$ cat config.mk
export PLATFORM = sky130hd
export DESIGN_NAME = header_terminator_deframer_flat
export DESIGN_NICKNAME = d
export VERILOG_FILES = /design/src/rtl/hdf_pkg.sv /design/src/rtl/hdf_ifs.sv /design/src/rtl/header_terminator_deframer.sv /design/src/rtl/hdf_front.sv /design/src/rtl/hdf_back.sv /design/src/flat_wrapper.sv
export SDC_FILE = /design/constraint.sdc
export NUM_CORES = 1
export LEC_CHECK = 0
export BUFFER_PORTS_ARGS = -buffer_cell sky130_fd_sc_hd__buf_2
export CAP_MARGIN = 10
export CORE_MARGIN = 1
export CORE_UTILIZATION = 64
export CTS_CLUSTER_SIZE = 28
export DETAILED_ROUTE_END_ITERATION = 12
export MAX_ROUTING_LAYER = met4
export PLACE_DENSITY_LB_ADDON = 0.1
export SLEW_MARGIN = 20
export SYNTH_ARGS = -nofsm -noshare
export SYNTH_HDL_FRONTEND = slang
export SYNTH_SLANG_ARGS = --single-unit
$ cat constraint.sdc
create_clock -name clock -period 7.05 [get_ports clock]
set_input_delay 2.115 -clock clock [delete_from_list [all_inputs] [get_ports clock]]
set_output_delay 2.115 -clock clock [all_outputs]
set_load 0.02 [all_outputs]
$ cat src/rtl/hdf_pkg.sv
// Shared types, constants and helper functions for the header/terminator deframer.
package hdf_pkg;

   // Payload buffer size and the hard ceiling on the length limit.
   localparam int MAX_PAYLOAD   = 20;
   localparam int LIMIT_CEILING = 20;

   // Derived widths for the payload ring buffer.
   localparam int IDX_W = (MAX_PAYLOAD > 1) ? $clog2(MAX_PAYLOAD) : 1;
   localparam int CNT_W = $clog2(MAX_PAYLOAD + 1);
   localparam int SUM_W = CNT_W + 1;

   // Field widths of the request and result items.
   localparam int BYTE_W = 8;
   localparam int LEN_W  = 5;

   // Queue between the front and the back.
   localparam int QUEUE_DEPTH = 4;
   localparam int QPTR_W      = $clog2(QUEUE_DEPTH);
   localparam int QCNT_W      = $clog2(QUEUE_DEPTH + 1);

   // Register file geometry and reset values.
   localparam int CSR_ADDR_W = 4;
   localparam int CSR_DATA_W = 32;
   localparam logic [BYTE_W-1:0] HEADER_RESET     = 8'hFA;
   localparam logic [BYTE_W-1:0] TERMINATOR_RESET = 8'h0A;
   localparam logic [LEN_W-1:0]  LIMIT_RESET      = 5'd20;

   // Register indexes.
   typedef enum logic [1:0] {
      CSR_HEADER     = 2'd0,
      CSR_TERMINATOR = 2'd1,
      CSR_LIMIT      = 2'd2
   } csr_reg_type;

   // Current register contents, seen by the front and the back.
   typedef struct packed {
      logic [BYTE_W-1:0] header;
      logic [BYTE_W-1:0] terminator;
      logic [LEN_W-1:0]  limit;
   } csr_type;

   // One classified byte waiting in the queue.
   typedef struct packed {
      logic [BYTE_W-1:0] data;
      logic              is_header;
      logic              is_terminator;
   } rx_item_type;

   // States of the back-end sequencer.
   typedef enum logic [2:0] {
      ST_HUNT,
      ST_COLLECT,
      ST_SCAN_ADDR,
      ST_SCAN_TEST,
      ST_EMIT_ADDR,
      ST_EMIT_OUT,
      ST_EMIT_EMPTY
   } back_state_type;

   // Clamp the programmed limit to the range 1 .. min(ceiling, buffer size).
   function automatic logic [CNT_W-1:0] eff_limit(input logic [LEN_W-1:0] lim);
      int v;
      v = int'(lim);
      if (v == 0) v = 1;
      if (v > LIMIT_CEILING) v = LIMIT_CEILING;
      if (v > MAX_PAYLOAD) v = MAX_PAYLOAD;
      return CNT_W'(v);
   endfunction

   // Ring buffer address of entry offset past head.
   function automatic logic [IDX_W-1:0] ring_ptr(input logic [IDX_W-1:0] head,
                                                 input logic [CNT_W-1:0] offset);
      logic [SUM_W-1:0] sum;
      sum = SUM_W'(head) + SUM_W'(offset);
      if (sum >= SUM_W'(MAX_PAYLOAD)) sum = sum - SUM_W'(MAX_PAYLOAD);
      return IDX_W'(sum);
   endfunction

endpackage

$ cat src/rtl/hdf_ifs.sv
// Valid/ready channel interfaces for received bytes and deframed results.
interface hdf_req_if;
   import hdf_pkg::*;
   logic              valid;
   logic              ready;
   logic [BYTE_W-1:0] rx_byte;

   modport source (output valid, output rx_byte, input ready);
   modport sink (input valid, input rx_byte, output ready);
endinterface

interface hdf_rsp_if;
   import hdf_pkg::*;
   logic              valid;
   logic              ready;
   logic [BYTE_W-1:0] payload_byte;
   logic [LEN_W-1:0]  frame_length;
   logic              is_last;
   logic              empty_frame;

   modport source (output valid, output payload_byte, output frame_length,
                   output is_last, output empty_frame, input ready);
   modport sink (input valid, input payload_byte, input frame_length,
                 input is_last, input empty_frame, output ready);
endinterface

$ cat src/rtl/header_terminator_deframer.sv
// Header/terminator byte deframer: configuration registers and the front/back pair.
//
// Received bytes enter a four-entry queue at up to one a cycle; the back end takes one
// queued byte a cycle while hunting for the header or collecting payload. After a
// terminator the first payload byte, if any, is read from the ring buffer, then the frame
// leaves at one result a cycle while the result register drains (n results for n payload
// bytes, or one result flagged empty_frame). When the payload count reaches the length
// limit the header is dropped and the buffered bytes are rescanned for a new header
// through the buffer's single read port: a setup state fetches the first byte, then each
// buffered byte is examined in turn. Bytes that arrive meanwhile wait in the queue, and
// ready falls only when it is full. Registers sit at byte offsets 0x0 (header_byte,
// reset 0xFA), 0x4 (terminator_byte, reset 0x0A) and 0x8 (length_limit, 5 bits, reset 20;
// 0 acts as 1, values above 20 act as 20); writes elsewhere are ignored and read back as zero.
module header_terminator_deframer (
   input  logic                             clock,
   input  logic                             reset,
   hdf_req_if.sink                          req_chan,
   hdf_rsp_if.source                        rsp_chan,
   input  logic                             csr_psel,
   input  logic                             csr_penable,
   input  logic                             csr_pwrite,
   input  logic [hdf_pkg::CSR_ADDR_W-1:0]   csr_paddr,
   input  logic [hdf_pkg::CSR_DATA_W-1:0]   csr_pwdata,
   output logic [hdf_pkg::CSR_DATA_W-1:0]   csr_prdata,
   output logic                             csr_pready
);
   import hdf_pkg::*;

   logic [BYTE_W-1:0] header_ff;
   logic [BYTE_W-1:0] terminator_ff;
   logic [LEN_W-1:0]  limit_ff;
   csr_reg_type       csr_index;
   logic              csr_write;
   csr_type           csr;
   rx_item_type       q_item;
   logic              q_valid;
   logic              q_pop;

   // Register decode.
   assign csr_pready = 1'b1;
   assign csr_index  = csr_reg_type'(csr_paddr[CSR_ADDR_W-1:2]);
   assign csr_write  = csr_psel && csr_penable && csr_pwrite && csr_pready;

   // Configuration registers.
   always_ff @(posedge clock) begin
      if (reset) begin
         header_ff     <= HEADER_RESET;
         terminator_ff <= TERMINATOR_RESET;
         limit_ff      <= LIMIT_RESET;
      end else if (csr_write) begin
         case (csr_index)
            CSR_HEADER:     header_ff     <= csr_pwdata[BYTE_W-1:0];
            CSR_TERMINATOR: terminator_ff <= csr_pwdata[BYTE_W-1:0];
            CSR_LIMIT:      limit_ff      <= csr_pwdata[LEN_W-1:0];
            default: begin
            end
         endcase
      end
   end

   // Register read-back.
   always_comb begin
      case (csr_index)
         CSR_HEADER:     csr_prdata = CSR_DATA_W'(header_ff);
         CSR_TERMINATOR: csr_prdata = CSR_DATA_W'(terminator_ff);
         CSR_LIMIT:      csr_prdata = CSR_DATA_W'(limit_ff);
         default:        csr_prdata = '0;
      endcase
   end

   assign csr.header     = header_ff;
   assign csr.terminator = terminator_ff;
   assign csr.limit      = limit_ff;

   // Front end: accept, classify and queue received bytes.
   hdf_front u_front (
      .clock    (clock),
      .reset    (reset),
      .req_chan (req_chan),
      .csr      (csr),
      .q_item   (q_item),
      .q_valid  (q_valid),
      .q_pop    (q_pop)
   );

   // Back end: frame sequencing, payload buffer and results.
   hdf_back u_back (
      .clock    (clock),
      .reset    (reset),
      .csr      (csr),
      .q_item   (q_item),
      .q_valid  (q_valid),
      .q_pop    (q_pop),
      .rsp_chan (rsp_chan)
   );

endmodule

$ cat src/rtl/hdf_front.sv
// Front end: accepts received bytes, tags header/terminator matches and queues them.
module hdf_front (
   input  logic                 clock,
   input  logic                 reset,
   hdf_req_if.sink              req_chan,
   input  hdf_pkg::csr_type     csr,
   output hdf_pkg::rx_item_type q_item,
   output logic                 q_valid,
   input  logic                 q_pop
);
   import hdf_pkg::*;

   rx_item_type       queue_ff [QUEUE_DEPTH];
   logic [QPTR_W-1:0] wr_ptr_ff, wr_ptr_in;
   logic [QPTR_W-1:0] rd_ptr_ff, rd_ptr_in;
   logic [QCNT_W-1:0] fill_ff, fill_in;
   logic              push;
   logic              pop;
   rx_item_type       new_item;

   // Classify the incoming byte against the programmed header and terminator.
   always_comb begin
      new_item.data          = req_chan.rx_byte;
      new_item.is_header     = (req_chan.rx_byte == csr.header);
      new_item.is_terminator = (req_chan.rx_byte == csr.terminator);
   end

   // Handshake and queue bookkeeping.
   assign req_chan.ready = (fill_ff != QCNT_W'(QUEUE_DEPTH));
   assign push           = req_chan.valid && req_chan.ready;
   assign q_valid        = (fill_ff != '0);
   assign pop            = q_pop && q_valid;
   assign q_item         = queue_ff[rd_ptr_ff];

   always_comb begin
      wr_ptr_in = wr_ptr_ff;
      rd_ptr_in = rd_ptr_ff;
      fill_in   = fill_ff;
      if (push) begin
         wr_ptr_in = (wr_ptr_ff == QPTR_W'(QUEUE_DEPTH - 1)) ? '0 : wr_ptr_ff + 1'b1;
      end
      if (pop) begin
         rd_ptr_in = (rd_ptr_ff == QPTR_W'(QUEUE_DEPTH - 1)) ? '0 : rd_ptr_ff + 1'b1;
      end
      if (push && !pop) begin
         fill_in = fill_ff + 1'b1;
      end else if (pop && !push) begin
         fill_in = fill_ff - 1'b1;
      end
   end

   // Queue pointers and fill level.
   always_ff @(posedge clock) begin
      if (reset) begin
         wr_ptr_ff <= '0;
         rd_ptr_ff <= '0;
         fill_ff   <= '0;
      end else begin
         wr_ptr_ff <= wr_ptr_in;
         rd_ptr_ff <= rd_ptr_in;
         fill_ff   <= fill_in;
      end
   end

   // Queue storage.
   always_ff @(posedge clock) begin
      if (push) begin
         queue_ff[wr_ptr_ff] <= new_item;
      end
   end

   // The fill level never passes the queue depth.
   a_fill_bound: assert property (@(posedge clock) disable iff (reset)
      fill_ff <= QCNT_W'(QUEUE_DEPTH))
      else $error("queue fill level exceeds depth");

endmodule

$ cat src/rtl/hdf_back.sv
// Back end: frame sequencer with the payload ring buffer and the result register.
module hdf_back (
   input  logic                 clock,
   input  logic                 reset,
   input  hdf_pkg::csr_type     csr,
   input  hdf_pkg::rx_item_type q_item,
   input  logic                 q_valid,
   output logic                 q_pop,
   hdf_rsp_if.source            rsp_chan
);
   import hdf_pkg::*;

   back_state_type    state_ff, state_in;
   logic [CNT_W-1:0]  count_ff, count_in;
   logic [CNT_W-1:0]  k_ff, k_in;
   logic [IDX_W-1:0]  head_ff, head_in;

   logic [BYTE_W-1:0] store_mem [MAX_PAYLOAD];
   logic [BYTE_W-1:0] rd_data_ff;
   logic [IDX_W-1:0]  rd_addr;
   logic [IDX_W-1:0]  wr_addr;
   logic              wr_en;

   logic              rsp_valid_ff;
   logic [BYTE_W-1:0] rsp_byte_ff;
   logic [LEN_W-1:0]  rsp_len_ff;
   logic              rsp_last_ff;
   logic              rsp_empty_ff;

   logic              load;
   logic [BYTE_W-1:0] load_byte;
   logic [LEN_W-1:0]  load_len;
   logic              load_last;
   logic              load_empty;

   logic              slot_free;
   logic [CNT_W-1:0]  lim;
   logic [SUM_W-1:0]  count_inc;
   logic [CNT_W-1:0]  k_next;

   assign slot_free = !rsp_valid_ff || rsp_chan.ready;
   assign lim       = eff_limit(csr.limit);
   assign count_inc = SUM_W'(count_ff) + 1'b1;
   assign k_next    = k_ff + 1'b1;

   // Next state, buffer accesses and result loads.
   always_comb begin
      state_in   = state_ff;
      count_in   = count_ff;
      k_in       = k_ff;
      head_in    = head_ff;
      q_pop      = 1'b0;
      wr_en      = 1'b0;
      wr_addr    = ring_ptr(head_ff, count_ff);
      rd_addr    = ring_ptr(head_ff, k_ff);
      load       = 1'b0;
      load_byte  = rd_data_ff;
      load_len   = LEN_W'(count_ff);
      load_last  = (k_next == count_ff);
      load_empty = 1'b0;
      case (state_ff)
         ST_HUNT: begin
            // Drop bytes until a header shows up.
            q_pop = 1'b1;
            if (q_valid && q_item.is_header) begin
               state_in = ST_COLLECT;
               count_in = '0;
            end
         end
         ST_COLLECT: begin
            // The terminator test wins over storing the byte.
            q_pop = 1'b1;
            if (q_valid) begin
               if (q_item.is_terminator) begin
                  k_in     = '0;
                  state_in = (count_ff == '0) ? ST_EMIT_EMPTY : ST_EMIT_ADDR;
               end else begin
                  wr_en    = 1'b1;
                  count_in = CNT_W'(count_inc);
                  if (count_inc >= SUM_W'(lim)) begin
                     k_in     = '0;
                     state_in = ST_SCAN_ADDR;
                  end
               end
            end
         end
         ST_SCAN_ADDR: begin
            // Fetch the first buffered byte for the rescan.
            state_in = ST_SCAN_TEST;
         end
         ST_SCAN_TEST: begin
            // Look for a header among the buffered bytes, one entry a cycle.
            rd_addr = ring_ptr(head_ff, k_next);
            if (rd_data_ff == csr.header) begin
               head_in  = ring_ptr(head_ff, k_next);
               count_in = count_ff - k_next;
               state_in = ST_COLLECT;
            end else if (k_next == count_ff) begin
               count_in = '0;
               state_in = ST_HUNT;
            end else begin
               k_in = k_next;
            end
         end
         ST_EMIT_ADDR: begin
            // Fetch the first payload byte of the frame.
            state_in = ST_EMIT_OUT;
         end
         ST_EMIT_OUT: begin
            // One result a cycle while the output register drains.
            if (slot_free) begin
               load    = 1'b1;
               rd_addr = ring_ptr(head_ff, k_next);
               if (load_last) begin
                  count_in = '0;
                  state_in = ST_HUNT;
               end else begin
                  k_in = k_next;
               end
            end
         end
         ST_EMIT_EMPTY: begin
            // A header followed directly by the terminator.
            if (slot_free) begin
               load       = 1'b1;
               load_byte  = '0;
               load_len   = '0;
               load_last  = 1'b1;
               load_empty = 1'b1;
               count_in   = '0;
               state_in   = ST_HUNT;
            end
         end
         default: begin
            state_in = ST_HUNT;
            count_in = '0;
         end
      endcase
   end

   // Sequencer registers.
   always_ff @(posedge clock) begin
      if (reset) begin
         state_ff <= ST_HUNT;
         count_ff <= '0;
         k_ff     <= '0;
         head_ff  <= '0;
      end else begin
         state_ff <= state_in;
         count_ff <= count_in;
         k_ff     <= k_in;
         head_ff  <= head_in;
      end
   end

   // Payload ring buffer with a registered read port.
   always_ff @(posedge clock) begin
      if (wr_en) begin
         store_mem[wr_addr] <= q_item.data;
      end
      rd_data_ff <= store_mem[rd_addr];
   end

   // Result register valid flag.
   always_ff @(posedge clock) begin
      if (reset) begin
         rsp_valid_ff <= 1'b0;
      end else if (load) begin
         rsp_valid_ff <= 1'b1;
      end else if (rsp_chan.ready) begin
         rsp_valid_ff <= 1'b0;
      end
   end

   // Result register payload.
   always_ff @(posedge clock) begin
      if (load) begin
         rsp_byte_ff  <= load_byte;
         rsp_len_ff   <= load_len;
         rsp_last_ff  <= load_last;
         rsp_empty_ff <= load_empty;
      end
   end

   assign rsp_chan.valid        = rsp_valid_ff;
   assign rsp_chan.payload_byte = rsp_byte_ff;
   assign rsp_chan.frame_length = rsp_len_ff;
   assign rsp_chan.is_last      = rsp_last_ff;
   assign rsp_chan.empty_frame  = rsp_empty_ff;

   // The buffer never holds more bytes than it has entries.
   a_count_bound: assert property (@(posedge clock) disable iff (reset)
      count_ff <= CNT_W'(MAX_PAYLOAD))
      else $error("payload count exceeds buffer size");

   // An empty-frame result is always a lone, zero-length result.
   a_empty_shape: assert property (@(posedge clock) disable iff (reset)
      (rsp_valid_ff && rsp_empty_ff) |-> (rsp_last_ff && rsp_len_ff == '0))
      else $error("empty-frame result is malformed");

   // Hunting starts with an empty buffer.
   a_hunt_empty: assert property (@(posedge clock) disable iff (reset)
      (state_ff == ST_HUNT) |-> (count_ff == '0))
      else $error("buffer not empty while hunting");

   // The rescan and emit index stays inside the buffered payload.
   a_scan_index: assert property (@(posedge clock) disable iff (reset)
      (state_ff == ST_SCAN_TEST || state_ff == ST_EMIT_OUT) |-> (k_ff < count_ff))
      else $error("scan or emit index out of range");

endmodule
$ cat src/flat_wrapper.sv
// flat-port wrapper written by rule: the top's interface ports become plain ports
module header_terminator_deframer_flat import hdf_pkg::*;
  (clock, reset, csr_psel, csr_penable, csr_pwrite, csr_paddr, csr_pwdata, csr_prdata, csr_pready, req_chan_valid, req_chan_rx_byte, req_chan_ready, rsp_chan_valid, rsp_chan_payload_byte, rsp_chan_frame_length, rsp_chan_is_last, rsp_chan_empty_frame, rsp_chan_ready);
  hdf_req_if req_chan_i ();
  hdf_rsp_if rsp_chan_i ();
  input  logic clock;
  input  logic reset;
  input  logic csr_psel;
  input  logic csr_penable;
  input  logic csr_pwrite;
  input  logic [hdf_pkg::CSR_ADDR_W-1:0] csr_paddr;
  input  logic [hdf_pkg::CSR_DATA_W-1:0] csr_pwdata;
  output logic [hdf_pkg::CSR_DATA_W-1:0] csr_prdata;
  output logic csr_pready;
  input wire logic [$bits(req_chan_i.valid)-1:0] req_chan_valid;
  input wire logic [$bits(req_chan_i.rx_byte)-1:0] req_chan_rx_byte;
  output wire logic [$bits(req_chan_i.ready)-1:0] req_chan_ready;
  output wire logic [$bits(rsp_chan_i.valid)-1:0] rsp_chan_valid;
  output wire logic [$bits(rsp_chan_i.payload_byte)-1:0] rsp_chan_payload_byte;
  output wire logic [$bits(rsp_chan_i.frame_length)-1:0] rsp_chan_frame_length;
  output wire logic [$bits(rsp_chan_i.is_last)-1:0] rsp_chan_is_last;
  output wire logic [$bits(rsp_chan_i.empty_frame)-1:0] rsp_chan_empty_frame;
  input wire logic [$bits(rsp_chan_i.ready)-1:0] rsp_chan_ready;
  assign req_chan_i.valid = req_chan_valid;
  assign req_chan_i.rx_byte = req_chan_rx_byte;
  assign req_chan_ready = req_chan_i.ready;
  assign rsp_chan_valid = rsp_chan_i.valid;
  assign rsp_chan_payload_byte = rsp_chan_i.payload_byte;
  assign rsp_chan_frame_length = rsp_chan_i.frame_length;
  assign rsp_chan_is_last = rsp_chan_i.is_last;
  assign rsp_chan_empty_frame = rsp_chan_i.empty_frame;
  assign rsp_chan_i.ready = rsp_chan_ready;
  header_terminator_deframer u_core (.clock(clock), .reset(reset), .req_chan(req_chan_i), .rsp_chan(rsp_chan_i), .csr_psel(csr_psel), .csr_penable(csr_penable), .csr_pwrite(csr_pwrite), .csr_paddr(csr_paddr), .csr_pwdata(csr_pwdata), .csr_prdata(csr_prdata), .csr_pready(csr_pready));
endmodule
## After elaboration in Yosys (flattened, before gate mapping)

Memories as Yosys holds them, arrays and structs flattened. A register that Yosys moved wholly into a read port is not among the register bits.
Index checks and enable logic that the tools add are counted.

| storage, ports and cells | value |
|---|---|
| register bits after elaboration | 62 |
| RAM bits | 200 |
| input port bits | 51 |
| output and inout bits | 50 |
| memories kept | 2 |

| cells by class | value |
|---|---|
| $add $sub $neg | 13 |
| magnitude comparators | 6 |
| eq/ne operators | 22 |
| mux-type cells | 57 |
| bitwise logic cells | 1 |
| reductions and logical operators | 29 |

Memory list:

| name | words | width | rd ports | clocked after memory_dff | wr ports | RTL line | text |
|---|---|---|---|---|---|---|---|
| u_core.u_back.store_mem | 20 | 8 | 1 | 1 | 1 | hdf_back.sv:18 | `logic [BYTE_W-1:0] store_mem [MAX_PAYLOAD];` |
| u_core.u_front.queue_ff | 4 | 10 | 1 | 1 | 1 | hdf_front.sv:13 | `rx_item_type queue_ff [QUEUE_DEPTH];` |

Operators by type and width:

| kind | number |
|---|---|
| 5-bit 2-to-1 mux | 21 |
| 32-bit by 6-bit > comparator with 1-bit output, second input constant | 2 |
| 3-bit 2-to-1 mux | 10 |
| 5-bit one-hot mux with 6 select lines | 1 |
| 8-bit == test | 3 |
| 8-bit one-hot mux with 3 select lines | 1 |
| 3-bit one-hot mux with 7 select lines | 1 |
| 5-bit by 5-bit adder with 6-bit output | 3 |
| 6-bit by 5-bit greater-or-equal comparator with 1-bit output, second input constant | 3 |
| 8-bit 2-to-1 mux | 2 |
| 5-bit one-hot mux with 3 select lines | 1 |
| 5-bit AND reduction | 3 |
| 5-bit subtractor, second input constant | 3 |
| 1-bit 2-to-1 mux | 14 |
| 2-bit inequality test, second input constant | 6 |
| 5-bit logical NOT | 2 |
| 2-bit 2-to-1 mux | 5 |
| 5-bit one-hot mux with 2 select lines | 1 |
| 3-bit == test, second input constant | 3 |
| 2-bit AND reduction | 4 |
| 1-bit logical AND | 7 |
| 5-bit by 1-bit adder with 6-bit output, second input constant | 1 |
| 2-bit == test, second input constant | 3 |
| 3-bit by 2-bit == test with 1-bit output, second input constant | 2 |
| 19 further kinds | 26 |

## Longest topological paths before layout

| depth | value |
|---|---|
| word-level depth | 11 |
| mapped depth | 16 |
| depth with buffers taken out | 15 |

## Cells and area by module

Synthesis repeated with hierarchy kept, for this count alone.

| second synthesis, totals | value |
|---|---|
| cells, all modules | 1071 |
| area, all modules | 13400.4 sq um |

Modules (own cells, without submodules):

| module | times used | cells each | area an instance (sq um) | sequential area each (sq um) |
|---|---|---|---|---|
| hdf_back | 1 | 809 | 10070.9 | 5795.6 |
| hdf_front | 1 | 122 | 2092.0 | 1381.3 |
| header_terminator_deframer | 1 | 140 | 1237.4 | 420.4 |

## Worst setup path after synthesis

No wires, ideal clock.

| timing path | value |
|---|---|
| kind | input to output |
| from | input csr_paddr[3] (netlist name) |
| to | output csr_prdata[0] (netlist name) |
| arrival | 3.060 ns |
| required time | 4.935 ns |
| path slack | 1.875 ns |
| stages on the path | 3 |
| buffers on the path | 1 |
| cell sequence | buf_1 -> mux2i_1 -> o21ai_0 |

| between the ends | value |
|---|---|
| longest elaborated chain between the ends | 2 |
| elaborated cells on any way between the ends | 4 |
| those cells by class | eq/ne (2); mux (1); reduce/logical (1) |

RTL lines:

| item | RTL line | text |
|---|---|---|
| from (decl) | flat_wrapper.sv:11 | `input logic [hdf_pkg::CSR_ADDR_W-1:0] csr_paddr;` |
| 2-bit == test, or another cell as far along | header_terminator_deframer.sv:63 | `case (csr_index)` |
| 8-bit one-hot mux with 3 select lines * | header_terminator_deframer.sv:63 |  |
| to (decl) | flat_wrapper.sv:13 | `output logic [hdf_pkg::CSR_DATA_W-1:0] csr_prdata;` |

Mark *: on every way between the ends. The rest lies on a longest branch, timed or not.

## Worst setup path after layout

| timing path | value |
|---|---|
| from | input csr_paddr[2] (netlist name) |
| to | output csr_prdata[3] (netlist name) |

Same word-level chain as after synthesis.

==> summary.md <==
| Metric | Value |
|---|---|
| Leak pwr | `0.005899 uW` |
| Core area | `0.02043 sq mm` |
| RSZ-0062 raised after global routing | `false` |
| Initial antenna violation count | `0` |
| Layout cells sized above 1 | `13.58%` |
| Hold WC Path Type | `register to register` |
| GRT Overall Usage | `28.16%` |
| WL/cell | `20.59 um` |
| Period utilization | `72.73%` |
| Largest family of logic cells by synthesized area | `multiplexers` |
| Post-synth EDFFs | `215` |
| Fin nets | `1191` |
| Antenna Cells | `0` |
| WP data required | `4.93 ns` |
| CTS root buffer | `clkbuf_16` |
| Hold path cells | `2` |
| Adder-Cell Fraction of Synth Area | `4.354%` |
| Setup crit start | `csr_paddr[2]` |
| Synth Area in XOR/XNOR | `3.354%` |
| Worst-path clk slew | `0.06 ns` |
| Max_cap viols | `0` |
| Overall routed net length | `28.60 mm` |
| Worst skew pair latency | `0.56 ns` |
| Status | `finished, final reports clean` |
| Placed insts | `1335` |
| Reg-to-reg endpoint | `u_core.u_back.rd_data_ff[6]` |
| Yosys reg bits | `272` |
| Width of the die | `147.3 um` |
| CTS tree | `yes` |
| Netlist Area Pre-Place | `0.01351 sq mm` |
| Syn Inst Count | `1056` |
| Cell variety after synth | `76` |
| Worst Path Arrival | `3.01 ns` |
| Postcts setup bufs | `0` |
| F_max | `0.1950 GHz` |
| Ys flop type | `edfxtp_1` |
| Vias per cell | `6.190` |
| Maximum VDD drop | `0.3043 mV` |
| Antenna-violating nets left | `0` |
| GP Congestion | `0.8823` |
| Slew HR | `36.77%` |
| Clk buf depth | `3` |
| Final Hold Viols | `0` |
| Worst-path fanout max | `12` |
| Hold Path Origin | `u_core.u_back.k_ff[3]` |
| Worst r2r path cells | `13` |
| IO Pins | `101` |
| Yosys warnings | `0` |
| Final min period | `5.127 ns` |
| HPWL after DPL | `19.12 mm` |
| Fraction of the mapped netlist area in compound gates | `10.71%` |
| CTS resizes | `0` |
| Power per Cell Area | `306.9 mW/mm^2` |
| Num CTS Buffers | `29` |
| Vias after detailed routing | `8598` |
| Critical Path End Type | `primary output` |
| Worst R2R Start | `u_core.u_back.k_ff[0]` |
| R2r setup slk | `2.74 ns` |
| Wire length of the first global-routing pass | `45.84 mm` |
| Post-synthesis sequential area ratio | `56.25%` |
| Count of buffers from port buffering | `49` |
| Vias in the first global route | `8418` |
| Min Hold Slack | `0.5050 ns` |
| Share of the synthesized area in the top cell type | `47.80%` |
| Fin. max-slew vios | `0` |
| Largest net degree at the start of global routing | `57` |
| Setup violators final | `0` |
| H-tree levels | `1` |
| Hold-fix buffers, CTS | `0` |
| Initial DRT Pass Iterations | `5` |
| Layout Cells excl Fill | `1389` |
| Clk sinks | `272` |
| Hold Crit Endpoint | `u_core.u_back.k_ff[3]` |
| Slew of the pin with the lowest slew margin | `0.9428 ns` |
| Final Skew | `0.01144 ns` |
| DRC Markers | `0` |
| Largest cells by area after synthesis | `edfxtp_1, dfxtp_1, mux2i_1` |
| Syn avg cell area | `12.79 sq um` |
| Row count | `52` |
| P&R area growth vs syn | `10.44%` |
| Die area | `0.02169 sq mm` |
| Synth async-reset ratio | `0%` |
| Die Span Y | `147.3 um` |
| WS Path Type | `primary input to primary output` |
| Setup TNS | `0 ns` |
| Design Power | `4577 uW` |
| Startpoint Class | `primary input` |
| Initial core utilization | `66.11%` |
| Mux share of post-synthesis cell area | `12.30%` |
| Post-synthesis simple-gate area fraction | `9.033%` |
| DR iter-0 viols | `789` |
| Synth area leader | `edfxtp_1` |
| Filler instances | `1357` |
| Grt ovf | `0` |
-- how the worst max path moves through the flow --
stage                                        endpoint  slack, ns  cells past startpoint
after floorplan                         csr_prdata[0]       1.88                      3
after global placement    u_core.u_back.rd_data_ff[3]       1.83                      8
after detailed placement  u_core.u_back.rd_data_ff[3]       1.80                      8
after CTS                               csr_prdata[3]       1.93                      5
after global routing                    csr_prdata[3]       1.79                      5
final                                   csr_prdata[3]       1.92                      5
-- synth_stat cells, drive strengths merged (21+ instances only) --
library cell,n
mux2i,103
a21oi,40
dfxtp,57
a211oi,21
clkbuf,24
edfxtp,215
nor2,73
inv,30
mux4,26
xor2,22
nor2b,23
nand3,27
buf,49
nand2,69
xnor2,27
ha,39
a21boi,33
o21ai,25
-- critical path, cell delays in order --
cell and delay, ns:
buf_2 0.21, nor2b_1 0.30, nand2_1 0.10, o21ai_0 0.09, buf_2 0.19
-- per-stage QoR --
stage | cell area [sq um] | utilization (%) | worst slack, ns
6_report | 14920 | 73.01 | 1.923
5_1_grt | 14920 | 73.01 | 1.788
4_1_cts | 14910 | 72.99 | 1.933
3_5_place_dp | 13870 | 67.91 | 1.798
3_3_place_gp | 13870 | 67.90 | 1.828
2_1_floorplan | 13590 | - | 1.875
-- registers in the layout (all words and copies together) (netlist names), 8 cells and up, named ones only --
name,cells
u_core.u_front.queue_ff,40
u_core.u_back.store_mem,160
u_core.u_back.rsp_chan.payload_byte,8
u_core.u_back.rd_data_ff,8
u_core.terminator_ff,8
u_core.header_ff,8
-- area by class of cell --
class / count / area [sq um] / share of cell area, %
Timing Repair Buffer: 59 / 345.3 / 2.315
Clock inverter: 18 / 245.2 / 1.644
Inverter: 30 / 112.6 / 0.7550
Clock buffer: 36 / 792.0 / 5.310
Tap cell: 270 / 337.8 / 2.265
Multi-Input combinational cell: 704 / 5485 / 36.78
Sequential cell: 272 / 7597 / 50.94
-- per-layer routing --
metal / up-vias / part of all wire [%] / GRT usage, %
li1: 4021 / - / -
met1: 4201 / 43 / 38.53
met2: 332 / 49 / 45.33
met3: 44 / 6.4 / 3.416
met4: 0 / 2.0 / 6.701
met5: - / 0 / -
-- cell usage in the layout (no fill, tap or decap), types with 4 or more instances in the layout --
cell        synthesis  routed
edfxtp_1          215     215
mux2i_1           103     103
nor2_1             73      72
nand2_1            68      68
dfxtp_1            57      57
buf_2              13      49
a21oi_1            39      39
ha_1               39      39
a21boi_0           33      33
inv_1              29      29
clkbuf_16           0      29
nand3_1            27      27
xnor2_1            27      26
conb_1              2      25
nor2b_1            23      23
o21ai_0            23      23
xor2_1             22      22
a211oi_1           21      21
nor3_1             20      20
mux4_2             17      17
a221oi_1           16      16
a22o_1             12      12
a211o_1            11      11
mux4_1              9       9
and3_1              9       9
buf_4              26       8
nand2b_1            7       7
a21o_1              7       7
fa_1                5       5
bufinv_16           0       5
clkinvlp_4          0       5
clkinv_2            0       5
or3_1               4       4
o21bai_1            4       4
nand4_1             4       4
or3_2               4       4
clkbuf_8            0       4
-- logic make-up (layout without fill, tap and decap cells) --
kind of cell / count (synthesis) / count (layout)
DFF: 272 / 272
and+or+nand+nor: 257 / 257
AOI/OAI and AO/OA: 198 / 198
muxes: 130 / 130
buffers and inverters: 103 / 143
xor gates and xnor gates: 50 / 50
adders and majority gates: 44 / 44
other: 2 / 25
-- where the power goes --
group	switching, uW	total [uW]	internal [uW]
Sequential	74.1	2040	1970
Clock	639	1620	986
Combinational	600	911	311
Total	1310	4580	3260
Power figures use the tool's default switching activity.
